<file path="src/design/hsfd_pkg.sv">
// Package for the humidity sensor frame decoder.
// Holds the word types, frame position codes, CRC-8 and scaling constants.
// No dependencies.
`default_nettype none

package hsfd_pkg;

  // One received byte of a measurement frame
  typedef struct packed {
    logic [7:0] data_byte;
    logic       frame_start;
  } in_word_t;

  // One decoded measurement
  typedef struct packed {
    logic signed [11:0] temperature_tenths;
    logic [9:0]         humidity_tenths;
    logic               frame_status;
  } out_word_t;

  // Position of a byte within the six-byte frame
  typedef enum logic [2:0] {
    POS_T_HI  = 3'd0,
    POS_T_LO  = 3'd1,
    POS_T_CRC = 3'd2,
    POS_H_HI  = 3'd3,
    POS_H_LO  = 3'd4,
    POS_H_CRC = 3'd5
  } frame_pos_t;

  // Frame status codes
  localparam logic STATUS_OK      = 1'b0;
  localparam logic STATUS_CRC_ERR = 1'b1;

  // CRC-8, MSB first, no final xor
  localparam logic [7:0] CRC_INIT = 8'hFF;
  localparam logic [7:0] CRC_POLY = 8'h31;

  // Scaling: temp = raw*1750/65535 - 450, hum = raw*1000/65535
  localparam logic [10:0]        TEMP_SPAN   = 11'd1750;
  localparam logic signed [11:0] TEMP_OFFSET = 12'sd450;
  localparam logic [9:0]         HUM_SPAN    = 10'd1000;
  localparam logic [16:0]        FULL_SCALE  = 17'd65535;

  // Fold one byte into the running CRC, one bit per step
  function automatic logic [7:0] crc8_byte(input logic [7:0] crc, input logic [7:0] b);
    logic [7:0] c;
    c = crc ^ b;
    for (int k = 0; k < 8; k++) begin
      if (c[7]) begin
        c = {c[6:0], 1'b0} ^ CRC_POLY;
      end else begin
        c = {c[6:0], 1'b0};
      end
    end
    return c;
  endfunction

endpackage

`default_nettype wire

</file>
<file path="src/design/humidity_sensor_frame_decoder_core.sv">
// Humidity sensor frame decoder: CRC check and scaling of six-byte frames.
// Depends on hsfd_pkg (word types, position codes, CRC function, constants).
//
//   channel  | direction | handshake                    | word
//   ---------+-----------+------------------------------+-----------------------
//   byte     | in        | byte_valid / byte_ready      | byte_word   (in_word_t)
//   result   | out       | result_valid / result_ready  | result_word (out_word_t)
//
// One byte per cycle while no sixth byte is stalled. The input register holds a byte while the
// CRC step and the frame position logic act on it; the sixth byte of a frame also drives
// the two constant multipliers and loads the result register when it leaves the input
// register. Synchronous reset clears the position, CRC, frame word registers and valid
// flags. When the result register is full and not taken, a sixth byte waits in the input
// register and holds off the next byte; any other staged byte moves on regardless of the
// result side.
`default_nettype none

module humidity_sensor_frame_decoder_core (
  input  wire logic              clk,
  input  wire logic              rst,
  input  wire logic              byte_valid,
  output logic                   byte_ready,
  input  wire hsfd_pkg::in_word_t  byte_word,
  output logic                   result_valid,
  input  wire logic              result_ready,
  output hsfd_pkg::out_word_t    result_word
);

  import hsfd_pkg::*;

  // Input register
  logic     stg_valid;
  in_word_t stg_word;

  // Frame state
  frame_pos_t byte_position, byte_position_next;
  logic [7:0]  running_crc, running_crc_next;
  logic [15:0] temperature_word, temperature_word_next;
  logic        temperature_crc_good, temperature_crc_good_next;
  logic [7:0]  humidity_high_byte, humidity_high_byte_next;
  logic [7:0]  humidity_low_byte, humidity_low_byte_next;

  frame_pos_t pos_eff;
  logic       emit;
  logic       adv;
  logic [7:0] crc_step;
  logic       frame_ok;
  out_word_t  res;

  // Scaling datapath
  logic [26:0]        t_prod;
  logic [16:0]        t_fold;
  logic [10:0]        t_q;
  logic signed [11:0] t_val;
  logic [15:0]        h_raw;
  logic [25:0]        h_prod;
  logic [16:0]        h_fold;
  logic [9:0]         h_q;

  // Position of the staged byte: frame start or a stray count restarts the frame
  always_comb begin
    if (stg_word.frame_start || (byte_position > POS_H_CRC)) begin
      pos_eff = POS_T_HI;
    end else begin
      pos_eff = byte_position;
    end
  end

  assign emit       = (pos_eff == POS_H_CRC);
  assign adv        = stg_valid && (!emit || !result_valid || result_ready);
  assign byte_ready = !stg_valid || adv;

  // Input register
  always_ff @(posedge clk) begin
    if (rst) begin
      stg_valid <= 1'b0;
    end else if (byte_ready) begin
      stg_valid <= byte_valid;
    end
  end

  always_ff @(posedge clk) begin
    if (byte_valid && byte_ready) begin
      stg_word <= byte_word;
    end
  end

  // CRC step; the word's first byte starts from the init value
  assign crc_step = crc8_byte((pos_eff == POS_T_HI || pos_eff == POS_H_HI) ?
                              CRC_INIT : running_crc, stg_word.data_byte);

  // Next frame state
  always_comb begin
    byte_position_next        = byte_position;
    running_crc_next          = running_crc;
    temperature_word_next     = temperature_word;
    temperature_crc_good_next = temperature_crc_good;
    humidity_high_byte_next   = humidity_high_byte;
    humidity_low_byte_next    = humidity_low_byte;
    if (adv) begin
      case (pos_eff)
        POS_T_HI: begin
          running_crc_next      = crc_step;
          temperature_word_next = {stg_word.data_byte, 8'h00};
          byte_position_next    = POS_T_LO;
        end
        POS_T_LO: begin
          running_crc_next      = crc_step;
          temperature_word_next = {temperature_word[15:8], stg_word.data_byte};
          byte_position_next    = POS_T_CRC;
        end
        POS_T_CRC: begin
          temperature_crc_good_next = (running_crc == stg_word.data_byte);
          running_crc_next          = CRC_INIT;
          byte_position_next        = POS_H_HI;
        end
        POS_H_HI: begin
          running_crc_next        = crc_step;
          humidity_high_byte_next = stg_word.data_byte;
          byte_position_next      = POS_H_LO;
        end
        POS_H_LO: begin
          running_crc_next       = crc_step;
          humidity_low_byte_next = stg_word.data_byte;
          byte_position_next     = POS_H_CRC;
        end
        POS_H_CRC: begin
          running_crc_next   = CRC_INIT;
          byte_position_next = POS_T_HI;
        end
        default: begin
          byte_position_next = byte_position;
        end
      endcase
    end
  end

  always_ff @(posedge clk) begin
    if (rst) begin
      byte_position        <= POS_T_HI;
      running_crc          <= CRC_INIT;
      temperature_crc_good <= 1'b0;
    end else begin
      byte_position        <= byte_position_next;
      running_crc          <= running_crc_next;
      temperature_crc_good <= temperature_crc_good_next;
    end
  end

  always_ff @(posedge clk) begin
    if (rst) begin
      temperature_word   <= '0;
      humidity_high_byte <= '0;
      humidity_low_byte  <= '0;
    end else begin
      temperature_word   <= temperature_word_next;
      humidity_high_byte <= humidity_high_byte_next;
      humidity_low_byte  <= humidity_low_byte_next;
    end
  end

  // Scaling: x/65535 = hi + lo_fold check, where x = hi*65535 + (hi + lo)
  always_comb begin
    t_prod = 27'(temperature_word) * 27'(TEMP_SPAN);
    t_fold = 17'(t_prod[26:16]) + 17'(t_prod[15:0]);
    t_q    = t_prod[26:16] + 11'(t_fold >= FULL_SCALE);
    t_val  = signed'({1'b0, t_q}) - TEMP_OFFSET;

    h_raw  = {humidity_high_byte, humidity_low_byte};
    h_prod = 26'(h_raw) * 26'(HUM_SPAN);
    h_fold = 17'(h_prod[25:16]) + 17'(h_prod[15:0]);
    h_q    = h_prod[25:16] + 10'(h_fold >= FULL_SCALE);
  end

  // Result assembly, zeroed on CRC failure
  assign frame_ok = temperature_crc_good && (running_crc == stg_word.data_byte);

  always_comb begin
    if (frame_ok) begin
      res.temperature_tenths = t_val;
      res.humidity_tenths    = h_q;
      res.frame_status       = STATUS_OK;
    end else begin
      res.temperature_tenths = '0;
      res.humidity_tenths    = '0;
      res.frame_status       = STATUS_CRC_ERR;
    end
  end

  // Result register
  always_ff @(posedge clk) begin
    if (rst) begin
      result_valid <= 1'b0;
    end else if (adv && emit) begin
      result_valid <= 1'b1;
    end else if (result_ready) begin
      result_valid <= 1'b0;
    end
  end

  always_ff @(posedge clk) begin
    if (adv && emit) begin
      result_word <= res;
    end
  end

  // Checks
  a_err_zero: assert property (@(posedge clk) disable iff (rst)
    (result_valid && (result_word.frame_status == STATUS_CRC_ERR)) |->
      (result_word.temperature_tenths == 12'sd0 && result_word.humidity_tenths == 10'd0))
    else $error("error word carries nonzero values");

  a_ok_range: assert property (@(posedge clk) disable iff (rst)
    (result_valid && (result_word.frame_status == STATUS_OK)) |->
      (result_word.humidity_tenths <= HUM_SPAN &&
       result_word.temperature_tenths >= -TEMP_OFFSET &&
       result_word.temperature_tenths <= 12'sd1300))
    else $error("scaled value out of range");

  a_crc_init: assert property (@(posedge clk) disable iff (rst)
    (byte_position == POS_T_HI || byte_position == POS_H_HI) |-> (running_crc == CRC_INIT))
    else $error("CRC not reinitialized at word boundary");

  a_stage_hold: assert property (@(posedge clk) disable iff (rst)
    (stg_valid && !adv) |=> (stg_valid && $stable(stg_word)))
    else $error("staged byte lost while stalled");

  a_result_src: assert property (@(posedge clk) disable iff (rst)
    $rose(result_valid) |-> $past(adv && emit))
    else $error("result without a sixth byte");

endmodule

`default_nettype wire
</file>
<file path="config.mk">
export PLATFORM = sky130hd
export DESIGN_NAME = humidity_sensor_frame_decoder_core
export DESIGN_NICKNAME = d
export VERILOG_FILES = /design/src/design/hsfd_pkg.sv /design/src/design/humidity_sensor_frame_decoder_core.sv
export SDC_FILE = /design/constraint.sdc
export NUM_CORES = 1
export LEC_CHECK = 0
export ABC_AREA = 1
export BUFFER_PORTS_ARGS = -buffer_cell sky130_fd_sc_hd__buf_2
export CORE_MARGIN = 2
export CORE_UTILIZATION = 50
export DETAILED_ROUTE_END_ITERATION = 8
export PLACE_DENSITY = 0.72
export SLEW_MARGIN = 20
export SYNTH_ARGS = -nofsm -noshare
export SYNTH_HDL_FRONTEND = slang
export SYNTH_SLANG_ARGS = --single-unit
</file>
<file path="constraint.sdc">
create_clock -name clk -period 21 [get_ports clk]
set_clock_uncertainty 0.15 [all_clocks]
set_input_delay 1.05 -clock clk [delete_from_list [all_inputs] [get_ports clk]]
set_output_delay 1.05 -clock clk [all_outputs]
set_load 0.005 [all_outputs]
</file>
# [Yosys cells after proc, flatten, opt, wreduce, memory -nomap -nowiden]
# Cells that the tools add are included.
[totals] rom_bits=0 reg_bits=78 input_bits=13 n_memories=0 latch_bits=0 ram_bits=0
[classes] div=0 n_mux=16 order_cmp=3 n_reduce_logical=26 eq_ne=6 n_shift=0 n_bitwise=10 n_addsub=5 mul=2
[ops] operator="$mux W6" n=8
[ops] operator="$ge A17 B16 Y1 const B" n=2
[ops] operator="$pmux W16 S2" n=1
[ops] operator="$mul A16 B10 Y26 const B" n=1
[ops] operator="$not A3 Y3" n=8
[ops] operator="$mul A16 B7 Y23 const B" n=1
[ops] operator="$pmux W3 S6" n=1
[ops] operator="$add A10 B16 Y17" n=1
[ops] operator="$add A11 B16 Y17" n=1
[ops] operator="$pmux W8 S2" n=1
[ops] operator="$reduce_and A2 Y1" n=6
[ops] operator="$sub A11 B9 Y12 const B" n=1
[ops] operator="$add A11 B1 Y11" n=1
[ops] operator="$add A10 B1 Y10" n=1
[ops] operator="$eq A8 B8 Y1" n=1
[ops] operator="$mux W8" n=1
[ops] operator="$xor A8 B8 Y8" n=1
[ops] operator="$eq A3 B2 Y1 const B" n=2
[ops] operator="$eq A3 B3 Y1 const B" n=2
[ops] operator="$reduce_bool A2 Y1" n=3
[ops] operator="$reduce_bool A6 Y1" n=1
[ops] operator="$logic_or A1 B1 Y1" n=5
[ops] operator="$logic_and A1 B1 Y1" n=4
[ops] operator="$reduce_or A4 Y1" n=1
[ops] operator="9 further kinds" n=13

# [Longest topological paths before layout]
# Gate-level depths: netlist of run 1.
[depth] word_depth=24 depth_mapped=55 ltp_nobuf=55

# [Worst setup path after synthesis of run 1]
# OpenSTA, ideal clock, no wires.
[synth_path] path_type="register to register" startpoint="register temperature_word[9]" endpoint="register result_word[21] (netlist name) (data pin)" synth_period_minus_slack_ns=7.187 arrival_time_ns=6.782 path_stages_with_launch=50 n_path_buf=0 path_slack_ns=13.813 required_time_ns=20.595 cell_sequence="dfxtp_1 ha_1 fa_1 inv_1 fa_1 inv_1 fa_1 inv_1 fa_1 inv_1 ha_1 nand2_1 inv_1 a21oi_1 nand2_1 inv_2 nand2_1 nand2_1 [14 not listed] nand3_1 nand2_1 nor2_1 nand2_1 nor2_1 nand2_1 nand2_1 ha_1 ha_1 nand3_2 nor2_4 nand3_1 nand2_1 nand2_2 nor2_4 nand3_2 a21oi_1 nor2_1"
[synth_via] elab_chain_cells=5
[synth_rtl] item="from (decl)" line_no="humidity_sensor_frame_decoder_core.sv:38" source="logic [15:0] temperature_word, temperature_word_next;"
[synth_rtl] item="from (signal assigned)" line_no="humidity_sensor_frame_decoder_core.sv:156" source="temperature_word <= temperature_word_next;"
[synth_rtl] item="$mul A16 B10 Y26 (*)" line_no="humidity_sensor_frame_decoder_core.sv:164" source="t_prod = 27'(temperature_word) * 27'(TEMP_SPAN);"
[synth_rtl] item="$add A11 B16 Y17" line_no="humidity_sensor_frame_decoder_core.sv:165" source="t_fold = 17'(t_prod[26:16]) + 17'(t_prod[15:0]);"
[synth_rtl] item="$ge A17 B16 Y1" line_no="humidity_sensor_frame_decoder_core.sv:166" source="t_q = t_prod[26:16] + 11'(t_fold >= FULL_SCALE);"
[synth_rtl] item="$add A11 B1 Y11 (*)" line_no="humidity_sensor_frame_decoder_core.sv:166"
[synth_rtl] item="$sub A11 B9 Y12 (*)" line_no="humidity_sensor_frame_decoder_core.sv:167" source="t_val = signed'({1'b0, t_q}) - TEMP_OFFSET;"
[synth_rtl] item="to (signal assigned)" line_no="humidity_sensor_frame_decoder_core.sv:203" source="result_word <= res;"
[synth_rtl] item="to (decl)" line_no="humidity_sensor_frame_decoder_core.sv:26" source="output hsfd_pkg::out_word_t result_word"
# Mark *: on every way between the ends. The rest lies on a longest branch, timed or not.
# A chain may end at the register's enable or synchronous reset.

# [Worst setup path after layout of run 1]
[layout_path] startpoint="register temperature_word[2]" endpoint="register result_word[18] (netlist name) (data pin)"
# Same word-level chain as after synthesis.

==> results by group, run 1 <==
Outcome
  – Status: completed

Power
  – Combinational share of power: 45.4%
  – Pint: 0.333 mW
  – Power per cell area: 46.4 nW/um^2
  – Clock Power Share: 25.6%
  – VDD IR max: 31.3 uV
  – Net Sw Power: 0.248 mW
  – Sw Ratio: 42.7%
  – Static leakage: 6.96 nW
  – Sequential share of power: 29.0%

Clock tree
  – Root Buffer: clkbuf_16
  – Clock buffer count from CTS: 9
  – CTS Sinks: 78
  – Setup bufs post-CTS: 0
  – Htree depth: 3
  – CTS tree: done
  – Clk_lat worst skew: 0.34 ns
  – CTS clk-pin slew, worst paths: 0.06 ns
  – Post-CTS Hold Buffers: 0
  – Clk buf depth: 2
  – Post-CTS sizing: 0

Detailed routing
  – DRT iter0 DRCs: 575
  – Vias per Instance: 5.07
  – Drt total wl: 25700 microns
  – Drt pass-1 iters: 5
  – Vias: 9567
  – Routed Antenna Nets: 0
  – Wire per inst: 13.6 microns
  – DRC: 0

Logic synthesis
  – Synth area leader: fa_1
  – Post-synth ARST share: 0%
  – Total number of yosys warnings: 0
  – #FFs+latches synth: 78
  – Synthesized Nets: 1824
  – Top post-synthesis cells by area: fa_1 19%, ha_1 18%, inv_1 10%, nand2_1 10%, edfxtp_1 8.2%
  – Cell with the most instances after synthesis: inv_1
  – Post-synthesis sequential area ratio: 16.1%
  – Gate Count Post-Synth: 1533
  – Top cells by count, synth: 318 x inv_1, 313 x nand2_1, 165 x ha_1, 113 x fa_1, 99 x a21oi_1
  – Main synth FF type: dfxtp_1
  – Unique masters post-synth: 53
  – Synthesized area: 11700 sq um
  – Syn Area/Cell: 7.64 sq um
  – Yosys top cell area share: 19.3%
  – Post-synth EDFFs: 32

Cells and area
  – ANT cells: 0
  – Final nets: 1861
  – Final instance area: 12500 sq um
  – Area Growth Syn to Fin: 6.94%
  – Share of cells above drive strength 1: 7.68%

Hold path
  – Hold Crit Class: register to register
  – Hold Path Depth: 2

GRT
  – Vias in the first global route: 9470
  – GRT Total Usage: 22.1%
  – Grt ovf: 0
  – Pin count of the biggest net entering global routing: 32
  – Initial antenna violation count: 0
  – Global-route wire length before repair: 44100 microns

Job
  – Max cap viols: 0

Timing
  – Final Setup Violations: 0
  – Relative slew slack: 33.7%
  – Minimum clock period after layout: 8.24 ns
  – RSZ-0062 raised after global routing: false
  – Period utilization: 39.2%
  – Max Freq: 121 MHz
  – Final Hold Fails: 0
  – Fin. max-slew vios: 0
  – Setup TNS: 0 ns
  – Worst slew pin tran: 0.991 ns

Worst setup path
  – Worst path required time: 20.92 ns
  – Most frequent CP cell: nand2_1
  – Reg2reg path depth: 50
  – Critical path capture point type: register
  – Startpoint types: register
  – Crit Path Category: register to register
  – Crit-path max FO: 6
  – Largest stage delay, worst path: 0.55 ns
  – Critical Path AT: 8.16 ns
  – CP max stage cell: fa_1

Die
  – Core area: 22800 sq um
  – Die W: 157 microns
  – Initial cell density of the core: 51.4%
  – Num ports: 38
  – Full die area: 24700 sq um
  – Num rows: 55
  – Die Ht: 157 microns

Placement
  – Post-DP HPWL: 22000 microns
  – Placer Congestion: 0.977
  – Placed instance area: 12200 sq um
  – Port bufs: 37
[power by group through the flow]
stage,logic [mW],clock network [mW],registers (mW)
after global routing,0.303,0.157,0.169
after detailed placement,0.261,0,0.172
after floorplan,0.205,0,0.169
after global placement,0.257,0,0.172
final,0.264,0.149,0.169
after CTS,0.263,0.151,0.169
[per-layer routing]
metal / routed length, microns / share of wire, % / up-vias / track usage, %
met2: 12100 / 47 / 181 / 38.4
met1: 12100 / 47 / 4425 / 29.4
met5: 0 / 0 / - / 0
met4: 438 / 1.7 / 0 / 5.45
li1: - / - / 4929 / -
met3: 1060 / 4.1 / 32 / 2.84
[cell usage in the layout (no fill, tap or decap), types with 7 or more instances in the layout]
cell and count:
a21oi_1 99, buf_2 37, clkbuf_16 9, dfxtp_1 46
edfxtp_1 32, fa_1 113, ha_1 165, inv_1 318
inv_2 13, nand2_1 313, nand2_2 23, nand3_1 75
nand3b_1 11, nand4_1 25, nor2_1 97, nor2_2 7
nor3_1 7, o21ai_0 41, xnor2_1 25, xor2_1 30
[worst max-delay path, delay by kind of cell (launching register included)]
family / cells / cell delay, ns
fa+ha+maj: 10 / 3.50
xor+xnor: 1 / 0.43
compound gates: 2 / 0.23
buf+inv: 9 / 0.60
simple gates: 28 / 2.59
flops: 1 / 0.46
[flip-flops by register name, summed over array words and instances (netlist names)]
register,count
byte_position,3
humidity_high_byte,8
humidity_low_byte,8
result_valid,1
result_word,23
running_crc,8
stg_valid,1
stg_word,9
temperature_crc_good,1
temperature_word,16
[final cells by class]
cell class | count | area (sq um)
sequential | 78 | 1880
tap | 313 | 392
clock buffer | 10 | 229
timing repair buffer | 38 | 193
multi-input combinational | 1109 | 8520
inverter | 334 | 1250
clock inverter | 6 | 46.3
fill | 2139 | 10300
[metrics by stage]
step	total power [mW]	util (%)	instances	hold WS [ns]	setup WS, ns
6_report	0.581	55.0	1888	0.312	12.76
5_1_grt	0.629	55.0	1888	0.325	12.25
4_1_cts	0.583	55.0	1888	0.307	12.84
3_5_place_dp	0.433	53.7	1872	0.298	12.88
3_3_place_gp	0.429	53.7	1872	0.286	13.01
2_1_floorplan	0.374	-	1533	0.274	13.81
[worst paths after layout]
| path | start | end | slack [ns] |
|---|---|---|---|
| max | temperature_word[2] | result_word[18] | 12.76 |
| min | temperature_crc_good | temperature_crc_good | 0.31 |
| max reg2reg | temperature_word[2] | result_word[18] | 12.76 |
| min reg2reg | temperature_crc_good | temperature_crc_good | 0.31 |
[kinds of logic after synthesis]
logic type | Yosys count | synth area share (%)
xor+xnor | 55 | 4.11
simple gates | 590 | 22.7
mux | 2 | 0.171
buf+inv | 346 | 11.2
compound gates | 184 | 8.86
flops | 78 | 16.1
fa+ha+maj | 278 | 37.0
(Power assumes the default switching activity.)
==> inputs of run 2 (changes only) <==
--- a/config.mk
+++ b/config.mk
@@ -10,7 +10,7 @@
 export CORE_MARGIN = 2
 export CORE_UTILIZATION = 50
 export DETAILED_ROUTE_END_ITERATION = 8
-export PLACE_DENSITY = 0.72
+export PLACE_DENSITY = 0.75
 export SLEW_MARGIN = 20
 export SYNTH_ARGS = -nofsm -noshare
 export SYNTH_HDL_FRONTEND = slang
==> constraint.sdc (replaced) <==
create_clock -name clk -period 6.7 [get_ports clk]
set_clock_uncertainty 0.15 [all_clocks]
set_input_delay 0.335 -clock clk [delete_from_list [all_inputs] [get_ports clk]]
set_output_delay 0.335 -clock clk [all_outputs]
set_load 0.005 [all_outputs]
==> run 2 against run 1 <==
The flow now finishes with violations (setup timing). Sequential power rose to 3.1 times the previous value. Global-route usage increased by 2.6 points. Utilization rose by 12 points. Combinational power rose to 5.0 times the previous value. Clock-buffer cell count decreased by 1. Via count is 12% higher. Critical path depth increased by 3. First-iteration DRC count is 18% higher. Final area grew 22%. Die area unchanged. Worst hold slack lost 0.31 ns. Critical path type unchanged. Critical endpoint is now result_word[21]. Largest cell class unchanged.
==> results by group, run 2 (synthesis gave the netlist of run 1 again) <==
Cells and area
  – FILL cells: 1759
  – Multi-input gate area: 9520 sq um
  – Most frequent cells in the layout: 286 x inv_1, 272 x nand2_1, 202 x buf_4
  – Biggest registers after layout: result_word: 23 flops, temperature_word: 16 flops, stg_word: 9 flops
  – Share of cells above drive strength 1: 30.1%
  – ANT cells: 0
  – Reg with most FFs: result_word
  – Area Growth Syn to Fin: 29.9%
  – Flip-flop and latch area: 1940 sq um
  – Commonest non-fill, non-tap cell in the layout: inv_1
  – Max FFs per register: 23
  – Util after Layout: 66.8%
  – Final instance area: 15200 sq um
  – Final nets: 2073

Die
  – Die W: 157 microns
  – Full die area: 24700 sq um
  – Initial cell density of the core: 51.4%
  – Num rows: 55
  – Die Ht: 157 microns
  – Core area: 22800 sq um
  – Num ports: 38

Detailed routing
  – Drt total wl: 30600 microns
  – Routed Antenna Nets: 0
  – DRC: 0
  – Wire per inst: 14.5 microns
  – Drt pass-1 iters: 5
  – Vias: 10756
  – DRT iter0 DRCs: 678
  – Vias per Instance: 5.12

Worst setup path
  – Critical Path AT: 7.33 ns
  – Crit-path max FO: 5
  – Crit path buffers/inverters: 13
  – Largest stage delay, worst path: 0.53 ns
  – Critical path capture point type: register
  – Worst path required time: 6.66 ns
  – Crit Path Category: register to register
  – Startpoint types: register
  – Critical path's top delay family: adder cells
  – CP max stage cell: fa_1

Power
  – Net Sw Power: 0.966 mW
  – Static leakage: 8.00 nW
  – Power per cell area: 153 nW/um^2
  – VDD IR max: 137 uV
  – Sw Ratio: 41.5%
  – Tot Pwr: 2.33 mW
  – Combinational share of power: 57.0%
  – Pint: 1.36 mW
  – Clock Power Share: 20.4%
  – Sequential share of power: 22.6%

GRT
  – GRT Total Usage: 24.8%
  – Pin count of the biggest net entering global routing: 32
  – Initial antenna violation count: 0
  – Vias in the first global route: 10712
  – Global-route wire length before repair: 49200 microns
  – Grt ovf: 0

Timing
  – Relative slew slack: 38.6%
  – Minimum clock period after layout: 7.37 ns
  – Period utilization: 110%
  – Fin. max-slew vios: 0
  – WHS: 0.00611 ns
  – Final Hold Fails: 0
  – Final Setup Violations: 16
  – RSZ-0062 raised after global routing: true
  – Worst slew pin tran: 0.917 ns
  – Max Freq: 136 MHz
  – Final setup margin: -0.675 ns

Placement
  – Port bufs: 37
  – Post-placement setup slack: -0.868 ns
  – Placed instance area: 13900 sq um
  – Placer Congestion: 0.975
  – Post-DP HPWL: 23900 microns

Clock tree
  – CTS Sinks: 78
  – CTS clk-pin slew, worst paths: 0.06 ns
  – CTS tree: done
  – Clk buf depth: 2
  – Clock buffer count from CTS: 9
  – Clk_lat worst skew: 0.35 ns
  – Root Buffer: clkbuf_16
  – Htree depth: 3

Job
  – Max cap viols: 0

Outcome
  – Failing checks: setup timing
  – Status: finished, violations left

Hold path
  – Hold Crit Class: primary input to register
-- run 2: power by group through the flow --
stage	combinational (mW)	sequential (mW)	clock (mW)
floorplan	0.699	0.531	0
global placement	1.10	0.537	0
detailed placement	1.13	0.538	0
CTS	1.21	0.526	0.478
global route	1.45	0.529	0.498
finish	1.33	0.527	0.475
-- run 2: worst register-to-register path: cells and delay by family (launching register included) --
family,cells,cell delay (ns)
buffers and inverters,13,0.75
AO/OA/AOI/OAI,1,0.06
adder cells (fa/ha/maj),10,3.35
AND/OR/NAND/NOR,29,2.45
flip-flops,1,0.38
-- run 2: layout make-up --
| class | count | area share (%) |
|---|---|---|
| clock inverters | 7 | 0.362 |
| flip-flops and latches | 78 | 12.8 |
| repair buffers | 250 | 12.0 |
| well taps | 313 | 2.57 |
| multi-input cells | 1109 | 62.6 |
| inverters | 334 | 8.28 |
| clock buffers | 9 | 1.48 |
-- run 2: worst paths after layout --
path	startpoint	end	slack, ns	cells after the start
max	temperature_word[10]	result_word[21]	-0.67	53
min	byte_word[3]	stg_word[3]	0.006	1
max reg2reg	temperature_word[10]	result_word[21]	-0.67	53
min reg2reg	temperature_crc_good	temperature_crc_good	0.31	2
-- run 2: per-stage QoR --
stage / instances / setup TNS (ns)
6_report: 2100 / -5.86
5_1_grt: 2100 / -13.37
4_1_cts: 2084 / -4.72
3_5_place_dp: 2050 / -8.36
3_3_place_gp: 2050 / -6.93
2_1_floorplan: 1533 / -0.401
-- run 2: repair_timing --
item                                    CTS  global route
hold buffers                              1             2
pin swaps                                64            46
hold endpoints to repair                  1             2
endpoints found under the setup margin   19            21
buffers inserted                         17            14
resized for setup                        74           117
-- run 2: metal layers --
| metal | GRT usage, % | vias to the layer above | share of wire, % |
|---|---|---|---|
| met3 | 3.44 | 67 | 4.1 |
| met1 | 31.8 | 5054 | 45 |
| li1 | - | 5366 | - |
| met2 | 43.3 | 269 | 49 |
| met4 | 7.62 | 0 | 2.6 |
| met5 | 0 | - | 0 |
